`src/rtl/core/npc_pkg.sv`:
```
package npc_pkg;

    // Default palette depth
    localparam int NPC_MAX_COLORS = 256;

    // Slots reachable by an 8-bit entry index
    localparam int NPC_INDEX_SLOTS = 256;

    localparam int NPC_COMP_W  = 8;
    localparam int NPC_INDEX_W = 8;
    localparam int NPC_SIZE_W  = 9;
    localparam int NPC_DIST_W  = 18;   // 3 * 255^2 = 195075 fits in 18 bits

    // Start value of the running best distance, above any real distance
    localparam logic [NPC_DIST_W-1:0] NPC_DIST_INIT = '1;

    // Size register value after reset
    localparam logic [NPC_SIZE_W-1:0] NPC_SIZE_RESET = 9'd256;

    // Command codes carried in tuser
    localparam logic CMD_LOAD = 1'b0;
    localparam logic CMD_MAP  = 1'b1;

    // Token handed from cell to cell
    typedef struct packed {
        logic                   valid;
        logic                   cmd;
        logic [NPC_INDEX_W-1:0] idx;
        logic [NPC_COMP_W-1:0]  red;
        logic [NPC_COMP_W-1:0]  green;
        logic [NPC_COMP_W-1:0]  blue;
        logic [NPC_DIST_W-1:0]  best_dist;
        logic [NPC_INDEX_W-1:0] best_index;
        logic [3*NPC_COMP_W-1:0] best_color;  // red 23:16, green 15:8, blue 7:0
    } npc_token_t;

endpackage

```
`src/rtl/core/npc_cell.sv`:
```
module npc_cell import npc_pkg::*; #(
    parameter int CELL_INDEX = 0
) (
    input  logic       aclk,
    input  logic       aresetn,
    input  logic       en,        // whole chain advances together
    input  logic       active,    // this slot lies within the palette size
    input  npc_token_t tok_in,
    output npc_token_t tok_out
);

    localparam logic [NPC_INDEX_W-1:0] MY_INDEX = NPC_INDEX_W'(CELL_INDEX);

    logic [3*NPC_COMP_W-1:0] entry_reg;
    npc_token_t              tok_reg;
    npc_token_t              tok_next;

    logic [NPC_COMP_W-1:0]   dr, dg, db;
    logic [2*NPC_COMP_W-1:0] sr, sg, sb;
    logic [NPC_DIST_W-1:0]   sq_dist;
    logic                    load_hit;

    // Squared distance between the passing pixel and the stored entry
    always_comb begin
        dr = (entry_reg[23:16] > tok_in.red)   ? entry_reg[23:16] - tok_in.red
                                               : tok_in.red - entry_reg[23:16];
        dg = (entry_reg[15:8] > tok_in.green)  ? entry_reg[15:8] - tok_in.green
                                               : tok_in.green - entry_reg[15:8];
        db = (entry_reg[7:0] > tok_in.blue)    ? entry_reg[7:0] - tok_in.blue
                                               : tok_in.blue - entry_reg[7:0];
        sr = dr * dr;
        sg = dg * dg;
        sb = db * db;
        sq_dist = NPC_DIST_W'(sr) + NPC_DIST_W'(sg) + NPC_DIST_W'(sb);
    end

    assign load_hit = tok_in.valid && (tok_in.cmd == CMD_LOAD) && (tok_in.idx == MY_INDEX);

    // Strict less-than keeps the lowest index on ties
    always_comb begin
        tok_next = tok_in;
        if (tok_in.cmd == CMD_MAP && active && sq_dist < tok_in.best_dist) begin
            tok_next.best_dist  = sq_dist;
            tok_next.best_index = MY_INDEX;
            tok_next.best_color = entry_reg;
        end
    end

    // Palette slot held by this cell
    always_ff @(posedge aclk) begin
        if (en && load_hit) begin
            entry_reg <= {tok_in.red, tok_in.green, tok_in.blue};
        end
    end

    // Token stage
    always_ff @(posedge aclk) begin
        if (!aresetn) begin
            tok_reg.valid <= 1'b0;
        end else if (en) begin
            tok_reg <= tok_next;
        end
    end

    assign tok_out = tok_reg;

endmodule

```
`config.mk`:
```
export PLATFORM = sky130hd
export DESIGN_NAME = npc_cell
export DESIGN_NICKNAME = d
export VERILOG_FILES = /design/src/rtl/core/npc_pkg.sv /design/src/rtl/core/npc_cell.sv
export SDC_FILE = /design/constraint.sdc
export NUM_CORES = 1
export LEC_CHECK = 0
export BUFFER_PORTS_ARGS = -buffer_cell sky130_fd_sc_hd__clkbuf_2
export CAP_MARGIN = 20
export CORE_MARGIN = 4
export CORE_UTILIZATION = 54
export DETAILED_ROUTE_END_ITERATION = 8
export GPL_TIMING_DRIVEN = 0
export PLACE_DENSITY = 0.83
export SLEW_MARGIN = 30
export SYNTH_ARGS = -nofsm -noshare
export SYNTH_HDL_FRONTEND = slang
export SYNTH_SLANG_ARGS = --single-unit
export TNS_END_PERCENT = 30
```
`constraint.sdc`:
```
create_clock -name aclk -period 9.7 [get_ports aclk]
set_input_delay 0.485 -clock aclk [delete_from_list [all_inputs] [get_ports aclk]]
set_output_delay 0.485 -clock aclk [all_outputs]
set_load 0.02 [all_outputs]
```
# After elaboration in Yosys (flattened, before gate mapping)
# Index checks and enable logic that the tools add are counted.
# totals
ff_bits	108
inputBits	88
output_inout_bits	84
word_cells	37
# op_classes
addsub	8
mul	3
magnitude_cmp	4
muxes	4
bitwise_logic	1
reduce_logical	7
# op_table
op	count
2-to-1 mux 50 bit	1
multiplier 8 x 8 -> 16 bit	3
subtractor 8 bit	6
greater-than comparator 8 bit	3
2-to-1 mux 8 bit	3
adder 17 x 16 -> 18 bit	1
less-than comparator 18 bit	1
adder 16 x 16 -> 17 bit	1
logical NOT 8 bit	1
logical AND 1 bit	5
AND reduction 2 bit	1
NOT 1 bit	1

# Logic depth before layout (Yosys ltp)
# Gate-level depths: netlist of run 1.
# logic_depth
word_depth	8
depth_mapped	42

# Worst setup path before layout of run 1
# No wires, ideal clock.
# synth_path
kind	input -> register
start	input port tok_in[66] in the netlist's numbering
end	register tok_reg (netlist bit tok_out[0]), data pin
setup_ns	0.260
t_arrival_ns	9.286
required_ns	9.440
setup_slack_ns	0.154
cell_stages	35
n_path_buf	1
cell_sequence	ha_1 inv_1 fa_1 a21o_1 a221oi_2 o21a_2 a21oi_4 mux2i_2 xor2_1 nand2b_1 fa_1 inv_1 fa_1 inv_1 fa_1 fa_1 inv_1 fa_1 fa_1 inv_1 fa_1 inv_1 ha_1 a21o_1 a221oi_1 nor3_1 nor3_1 xnor2_1 ha_1 nand4_1 nor3_1 a21oi_1 o21ai_1 clkbuf_1 mux2_2
# synth_lines
item	line_no	rtl
from (decl)	npc_cell.sv:8	input npc_token_t tok_in,
to (signal assigned)	npc_cell.sv:61	tok_reg <= tok_next;
to (decl)	npc_cell.sv:15	npc_token_t tok_reg;

==> flow_results.xml, run 1 <==
<?xml version="1.0" encoding="UTF-8"?>
<metrics>
  <group name="synthesis">
    <metric name="synthArstFlopShare" unit="%">0</metric>
    <metric name="synthDistinctLibCells" unit="">65</metric>
    <metric name="synth_area" unit="mm2">0.0118</metric>
    <metric name="synth_xor_xnor_area_share" unit="%">3.23</metric>
    <metric name="synth_nets" unit="">1464</metric>
    <metric name="synth_top_family_by_area" unit="">adder cells</metric>
    <metric name="synth_mux_area_share" unit="%">5.73</metric>
    <metric name="postSynthCellCount" unit="">1096</metric>
    <metric name="syn-mean-instance-area" unit="um2">10.7</metric>
    <metric name="synth-compound-area-share" unit="%">7.69</metric>
    <metric name="dominantRegCellSynth" unit="">edfxtp_1</metric>
    <metric name="synth_seq_area_share" unit="%">27.5</metric>
    <metric name="ys_warn_count" unit="">0</metric>
    <metric name="edff_count_synth" unit="">107</metric>
    <metric name="synth_seq_cells" unit="">108</metric>
    <metric name="simple_gate_area_share_of_the_yosys_netlist" unit="%">7.70</metric>
    <metric name="synthAdderAreaFrac" unit="%">38.7</metric>
  </group>
  <group name="finish">
    <metric name="number_of_antenna_cells_inserted" unit="">0</metric>
    <metric name="post_route_cells_drive_above_1_share" unit="%">29.8</metric>
    <metric name="areaGrowthSynthToFinish" unit="%">21.8</metric>
    <metric name="layout.filler_cells" unit="">1510</metric>
    <metric name="nets" unit="">1703</metric>
    <metric name="mostFrequentLayoutCells" unit="">261 x inv_1, 171 x clkbuf_2, 135 x fa_1</metric>
    <metric name="mostFrequentLayoutCell" unit="">inv_1</metric>
    <metric name="largest_register_ffs" unit="">84</metric>
    <metric name="fin_util" unit="%">67.4</metric>
  </group>
  <group name="min_path">
    <metric name="min_path_type" unit="">in2reg</metric>
  </group>
  <group name="clock_network">
    <metric name="cts.path.max_buffers" unit="">2</metric>
    <metric name="clock_buffers_created_by_tritoncts" unit="">9</metric>
    <metric name="clk-insertion-delay-late" unit="ns">0.37</metric>
    <metric name="cts_sinks" unit="">108</metric>
    <metric name="cts_max_level" unit="">3</metric>
    <metric name="path_clk_slew" unit="ns">0.07</metric>
    <metric name="tritoncts" unit="">built</metric>
    <metric name="postCtsHoldBufs" unit="">0</metric>
    <metric name="cts-root-buf" unit="">clkbuf_16</metric>
  </group>
  <group name="place">
    <metric name="place.gp.congestion" unit="">0.906</metric>
    <metric name="place_hpwl" unit="um">20600</metric>
    <metric name="io_buffer_count" unit="">171</metric>
  </group>
  <group name="timing">
    <metric name="final-setup-viol-count" unit="">42</metric>
    <metric name="fmax" unit="MHz">101</metric>
    <metric name="tightest_slew" unit="ns">0.752</metric>
    <metric name="skew" unit="ns">0.00884</metric>
    <metric name="layout_min_cycle_time" unit="ns">9.91</metric>
    <metric name="final.period_utilization" unit="%">102</metric>
    <metric name="hold_viol_final" unit="">0</metric>
    <metric name="timing.max_slew.rel_slack" unit="%">49.3</metric>
    <metric name="timing.final.max_slew_violations" unit="">0</metric>
    <metric name="hold_ws" unit="ns">0.310</metric>
    <metric name="setup_ws" unit="ns">-0.206</metric>
    <metric name="rsz_0062_raised_after_global_routing" unit="">yes</metric>
  </group>
  <group name="floorplan">
    <metric name="std_cell_rows" unit="">53</metric>
    <metric name="die-width" unit="um">156</metric>
    <metric name="core-area" unit="mm2">0.0212</metric>
    <metric name="floorplan.initialDensity" unit="%">55.4</metric>
    <metric name="design.die.area" unit="mm2">0.0242</metric>
    <metric name="vertical_extent_of_the_die" unit="um">156</metric>
    <metric name="design.portCount" unit="">172</metric>
  </group>
  <group name="global_route">
    <metric name="grt_max_degree" unit="">47</metric>
    <metric name="vias_in_the_first_global_route" unit="">8997</metric>
    <metric name="total_congestion_overflow" unit="">0</metric>
    <metric name="grt_first_pass_wirelength" unit="um">42400</metric>
    <metric name="antenna_found_initial" unit="">0</metric>
    <metric name="grt_util_all_layers" unit="%">22.0</metric>
  </group>
  <group name="worst_setup_path">
    <metric name="timing_worst_setup_path_type" unit="">reg2reg</metric>
    <metric name="cpPeakStageDelay" unit="ns">0.53</metric>
    <metric name="endpoint_kind" unit="">register</metric>
    <metric name="kind_of_launch_point_of_the_worst_setup_path" unit="">register</metric>
    <metric name="slowest_stage" unit="">fa_1</metric>
    <metric name="timing.critical_path.fanout_max" unit="">8</metric>
    <metric name="critPathMostFrequentCell" unit="">fa_1</metric>
    <metric name="wp_data_arrival" unit="ns">10.03</metric>
    <metric name="timing.critical_path.required" unit="ns">9.83</metric>
  </group>
  <group name="detailed_routing">
    <metric name="first_pass_iters" unit="">5</metric>
    <metric name="ant_nets" unit="">0</metric>
    <metric name="detail_route.wirelength" unit="um">27900</metric>
    <metric name="post-route-drc-count" unit="">0</metric>
    <metric name="wl_per_cell" unit="um">17.3</metric>
    <metric name="post_drt_via_cell_ratio" unit="">5.34</metric>
    <metric name="num_vias" unit="">8621</metric>
    <metric name="drt_iter0_drc" unit="">421</metric>
  </group>
  <group name="outcome">
    <metric name="status" unit="">complete, but fails checks</metric>
    <metric name="failed_checks" unit="">setup timing</metric>
  </group>
  <group name="flow_run">
    <metric name="drv.max_cap_violation_count" unit="">0</metric>
  </group>
</metrics>
-- synthesized netlist by cell type (all sizes together) (17+ instances only) --
cell,count,area (um2)
edfxtp,107,3210
o21ai,17,96.4
a21o,25,188
fa,139,2780
nand2,32,120
inv,272,1020
ha,141,1760
a21oi,44,239
mux2,44,499
mux2i,17,174
nor2,81,304
xnor2,23,243
-- per-layer routing --
| layer | vias up | global-route usage, % | wire length [um] |
|---|---|---|---|
| met5 | - | 0 | 0 |
| met4 | 0 | 6.88 | 864 |
| met3 | 71 | 4.53 | 1880 |
| met2 | 300 | 39.1 | 14300 |
| met1 | 4244 | 27.1 | 10800 |
| li1 | 4006 | - | - |
-- final cells by class --
class                   instances  area, um2  share of cell area, %
clock buffers                   9        225                   1.57
inverters                     272       1030                   7.21
plain buffers                  18        180                   1.26
clock inverters                 7       75.1                  0.525
flip-flops and latches        108       3230                   22.6
well taps                     275        344                   2.40
multi-input cells             699       7880                   55.0
repair buffers                227       1340                   9.39
-- path summary, 6_finish.rpt --
kind	startpoint	depth (start not counted)	endpoint	slack, ns
hold reg to reg	tok_out[83]	2	tok_out[83]	0.53
setup / recovery	entry_reg[16]	38	tok_out[2]	-0.21
hold / removal	tok_in[78]	1	tok_out[78]	0.31
setup reg to reg	entry_reg[16]	38	tok_out[2]	-0.21
-- critical path, delay by kind of cell (launching register included) --
family	cells	cell delay [ns]
fa+ha+maj	11	4.74
compound gates	10	1.93
buf+inv	10	1.03
mux	2	0.70
simple gates	4	0.66
flops	1	0.40
xor+xnor	1	0.21
-- cell families (layout without fill, tap and decap cells) --
family | Yosys count | after routing
buf+inv | 290 | 533
fa+ha+maj | 280 | 280
simple gates | 190 | 190
compound gates | 131 | 131
flops | 108 | 108
mux | 61 | 61
xor+xnor | 36 | 37
-- stage by stage --
step	cell area (um2)	setup WS, ns	setup TNS (ns)	std cells
detailed placement	13000	-1.52	-64.35	1547
finish	14300	-0.206	-7.51	1615
global route	14300	-0.504	-22.55	1615
floorplan	11800	0.154	0	1096
CTS	13700	0.0104	0	1583
global placement	13000	-1.28	-52.85	1542
-- timing repair --
action	CTS	global route
buffers inserted	19	30
pin swaps	12	64
cloned	1	2
setup endpoints to repair	50	50
resized for setup	48	80
Power of run 1 is left out: the tool's default activity adds up to more than one toggle a clock period on the data nets, which glitch-free logic cannot reach.
==> run 2, diff against run 1 <==
--- a/config.mk
+++ b/config.mk
@@ -12,6 +12,7 @@
 export DETAILED_ROUTE_END_ITERATION = 8
 export GPL_TIMING_DRIVEN = 0
 export PLACE_DENSITY = 0.83
+export SETUP_SLACK_MARGIN = 0.4
 export SLEW_MARGIN = 30
 export SYNTH_ARGS = -nofsm -noshare
 export SYNTH_HDL_FRONTEND = slang
==> run 2 against run 1 <==
  * The run now ends clean
  * Register-to-register slack better by 0.27 ns
  * Critical path depth is 1 higher
  * Maximum frequency is 2.8% higher
  * First-iteration DRC count is 33% higher
  * Clock skew hardly changed
  * Global-route usage is 0.93 points higher
  * Setup slack better by 0.27 ns
  * Worst hold slack worse by 0.010 ns
  * Clock-buffer cell count stayed put
  * Critical path type unchanged
  * Largest cell class unchanged
  * Highest routed layer unchanged
==> flow_results.xml, run 2 (synthesis gave the netlist of run 1 again) <==
<?xml version="1.0" encoding="UTF-8"?>
<metrics>
  <group name="place">
    <metric name="place.gp.congestion" unit="">0.912</metric>
    <metric name="io_buffer_count" unit="">171</metric>
    <metric name="cell_area_after_placement" unit="mm2">0.0130</metric>
    <metric name="place_hpwl" unit="um">20200</metric>
  </group>
  <group name="floorplan">
    <metric name="core-area" unit="mm2">0.0212</metric>
    <metric name="std_cell_rows" unit="">53</metric>
    <metric name="design.die.area" unit="mm2">0.0242</metric>
    <metric name="design.portCount" unit="">172</metric>
    <metric name="floorplan.initialDensity" unit="%">55.4</metric>
    <metric name="die-width" unit="um">156</metric>
    <metric name="vertical_extent_of_the_die" unit="um">156</metric>
  </group>
  <group name="timing">
    <metric name="tightest_slew" unit="ns">0.714</metric>
    <metric name="timing.max_slew.rel_slack" unit="%">51.9</metric>
    <metric name="timing.final.max_slew_violations" unit="">0</metric>
    <metric name="final-setup-viol-count" unit="">0</metric>
    <metric name="skew" unit="ns">0.00852</metric>
    <metric name="rsz_0062_raised_after_global_routing" unit="">yes</metric>
    <metric name="hold_viol_final" unit="">0</metric>
    <metric name="layout_min_cycle_time" unit="ns">9.64</metric>
    <metric name="final.period_utilization" unit="%">99.4</metric>
    <metric name="fmax" unit="MHz">104</metric>
  </group>
  <group name="detailed_routing">
    <metric name="wl_per_cell" unit="um">17.7</metric>
    <metric name="first_pass_iters" unit="">5</metric>
    <metric name="post_drt_via_cell_ratio" unit="">5.40</metric>
    <metric name="detail_route.wirelength" unit="um">29200</metric>
    <metric name="post-route-drc-count" unit="">0</metric>
    <metric name="num_vias" unit="">8904</metric>
    <metric name="ant_nets" unit="">0</metric>
    <metric name="drt_iter0_drc" unit="">560</metric>
  </group>
  <group name="worst_setup_path">
    <metric name="cpPeakStageDelay" unit="ns">0.55</metric>
    <metric name="timing.critical_path.fanout_max" unit="">9</metric>
    <metric name="timing.critical_path.required" unit="ns">9.83</metric>
    <metric name="kind_of_launch_point_of_the_worst_setup_path" unit="">register</metric>
    <metric name="wp_data_arrival" unit="ns">9.77</metric>
    <metric name="endpoint_kind" unit="">register</metric>
    <metric name="timing_worst_setup_path_type" unit="">reg2reg</metric>
    <metric name="critPathMostFrequentCell" unit="">fa_1</metric>
    <metric name="slowest_stage" unit="">fa_1</metric>
  </group>
  <group name="global_route">
    <metric name="total_congestion_overflow" unit="">0</metric>
    <metric name="grt_max_degree" unit="">47</metric>
    <metric name="vias_in_the_first_global_route" unit="">9190</metric>
    <metric name="grt_util_all_layers" unit="%">23.0</metric>
    <metric name="grt_first_pass_wirelength" unit="um">44200</metric>
    <metric name="antenna_found_initial" unit="">0</metric>
  </group>
  <group name="finish">
    <metric name="largest_register_ffs" unit="">84</metric>
    <metric name="mostFrequentLayoutCells" unit="">251 x inv_1, 171 x clkbuf_2, 129 x fa_1, 129 x ha_1, 107 x edfxtp_1</metric>
    <metric name="areaGrowthSynthToFinish" unit="%">25.5</metric>
    <metric name="nets" unit="">1736</metric>
    <metric name="post_route_cells_drive_above_1_share" unit="%">33.4</metric>
    <metric name="number_of_antenna_cells_inserted" unit="">0</metric>
    <metric name="mostFrequentLayoutCell" unit="">inv_1</metric>
    <metric name="layout.filler_cells" unit="">1400</metric>
    <metric name="postLayoutCellArea" unit="mm2">0.0147</metric>
  </group>
  <group name="clock_network">
    <metric name="path_clk_slew" unit="ns">0.08</metric>
    <metric name="cts_sinks" unit="">108</metric>
    <metric name="cts-root-buf" unit="">clkbuf_16</metric>
    <metric name="tritoncts" unit="">built</metric>
    <metric name="cts_max_level" unit="">3</metric>
    <metric name="cts.path.max_buffers" unit="">2</metric>
    <metric name="clk-insertion-delay-late" unit="ns">0.38</metric>
    <metric name="clock_buffers_created_by_tritoncts" unit="">9</metric>
  </group>
  <group name="outcome">
    <metric name="status" unit="">completed</metric>
  </group>
  <group name="flow_run">
    <metric name="drv.max_cap_violation_count" unit="">0</metric>
  </group>
  <group name="min_path">
    <metric name="min_path_type" unit="">in2reg</metric>
  </group>
</metrics>
==> run 2: changes by cell type in the layout (fill, tap and decap cells not counted), sizes merged <==
cell / before / now
clkinvlp: 3 / 1
xnor2: 24 / 23
inv: 272 / 274
buf: 69 / 100
clkinv: 3 / 4
bufinv: 1 / 0
clkbuf: 185 / 188
==> run 2: per-stage QoR <==
stage | instances | setup TNS, ns | setup slack [ns] | util (%) | hold slack, ns
floorplan | 1096 | 0 | 0.408 | - | 0.556
global placement | 1542 | -35.87 | -0.800 | 61.1 | 0.496
detailed placement | 1548 | -47.23 | -1.06 | 61.3 | 0.520
CTS | 1614 | 0 | 0.371 | 67.1 | 0.292
global route | 1648 | -11.02 | -0.266 | 69.5 | 0.302
finish | 1648 | 0 | 0.0599 | 69.5 | 0.300
==> run 2: repair_timing <==
| action | 4_1_cts | 5_1_grt |
|---|---|---|
| endpoints found under the setup margin | 50 | 50 |
| hold buffers | 0 | 0 |
| gates cloned | 3 | 2 |
| buffers inserted | 47 | 32 |
| gates resized for setup | 104 | 58 |
| pin swaps | 67 | 42 |
==> run 2: area by class of cell <==
cell class,instances,area (um2),area share (%)
Buffer,18,208,1.41
Clock buffer,9,225,1.53
Clock inverter,7,67.6,0.458
Inverter,272,1030,6.98
Multi-Input combinational cell,698,7990,54.2
Sequential cell,108,3230,21.9
Tap cell,275,344,2.33
Timing Repair Buffer,261,1640,11.1
==> run 2: critical path, delay by kind of cell, from the launching register on <==
kind | cells | cell delay (ns)
muxes | 1 | 0.30
xor gates and xnor gates | 2 | 0.34
and+or+nand+nor | 5 | 0.72
AOI/OAI and AO/OA | 11 | 2.06
buffers and inverters | 9 | 0.97
DFF | 1 | 0.43
adders and majority gates | 11 | 4.52
==> run 2: per-layer routing <==
layer	vias to the layer above	GRT usage, %	wire length, um
li1	4072	-	-
met1	4448	28.7	11200
met2	319	40.3	15100
met3	65	3.64	1850
met4	0	8.63	1090
met5	-	0	0
==> run 2: path summary, 6_finish.rpt <==
| path | start | end | slack, ns | cells after the start |
|---|---|---|---|---|
| max | entry_reg[8] | tok_out[18] | 0.06 | 39 |
| max reg2reg | entry_reg[8] | tok_out[18] | 0.06 | 39 |
| min reg2reg | tok_out[83] | tok_out[83] | 0.53 | 2 |
| min | tok_in[78] | tok_out[78] | 0.30 | 1 |
Power of run 2 is left out for the same reason.
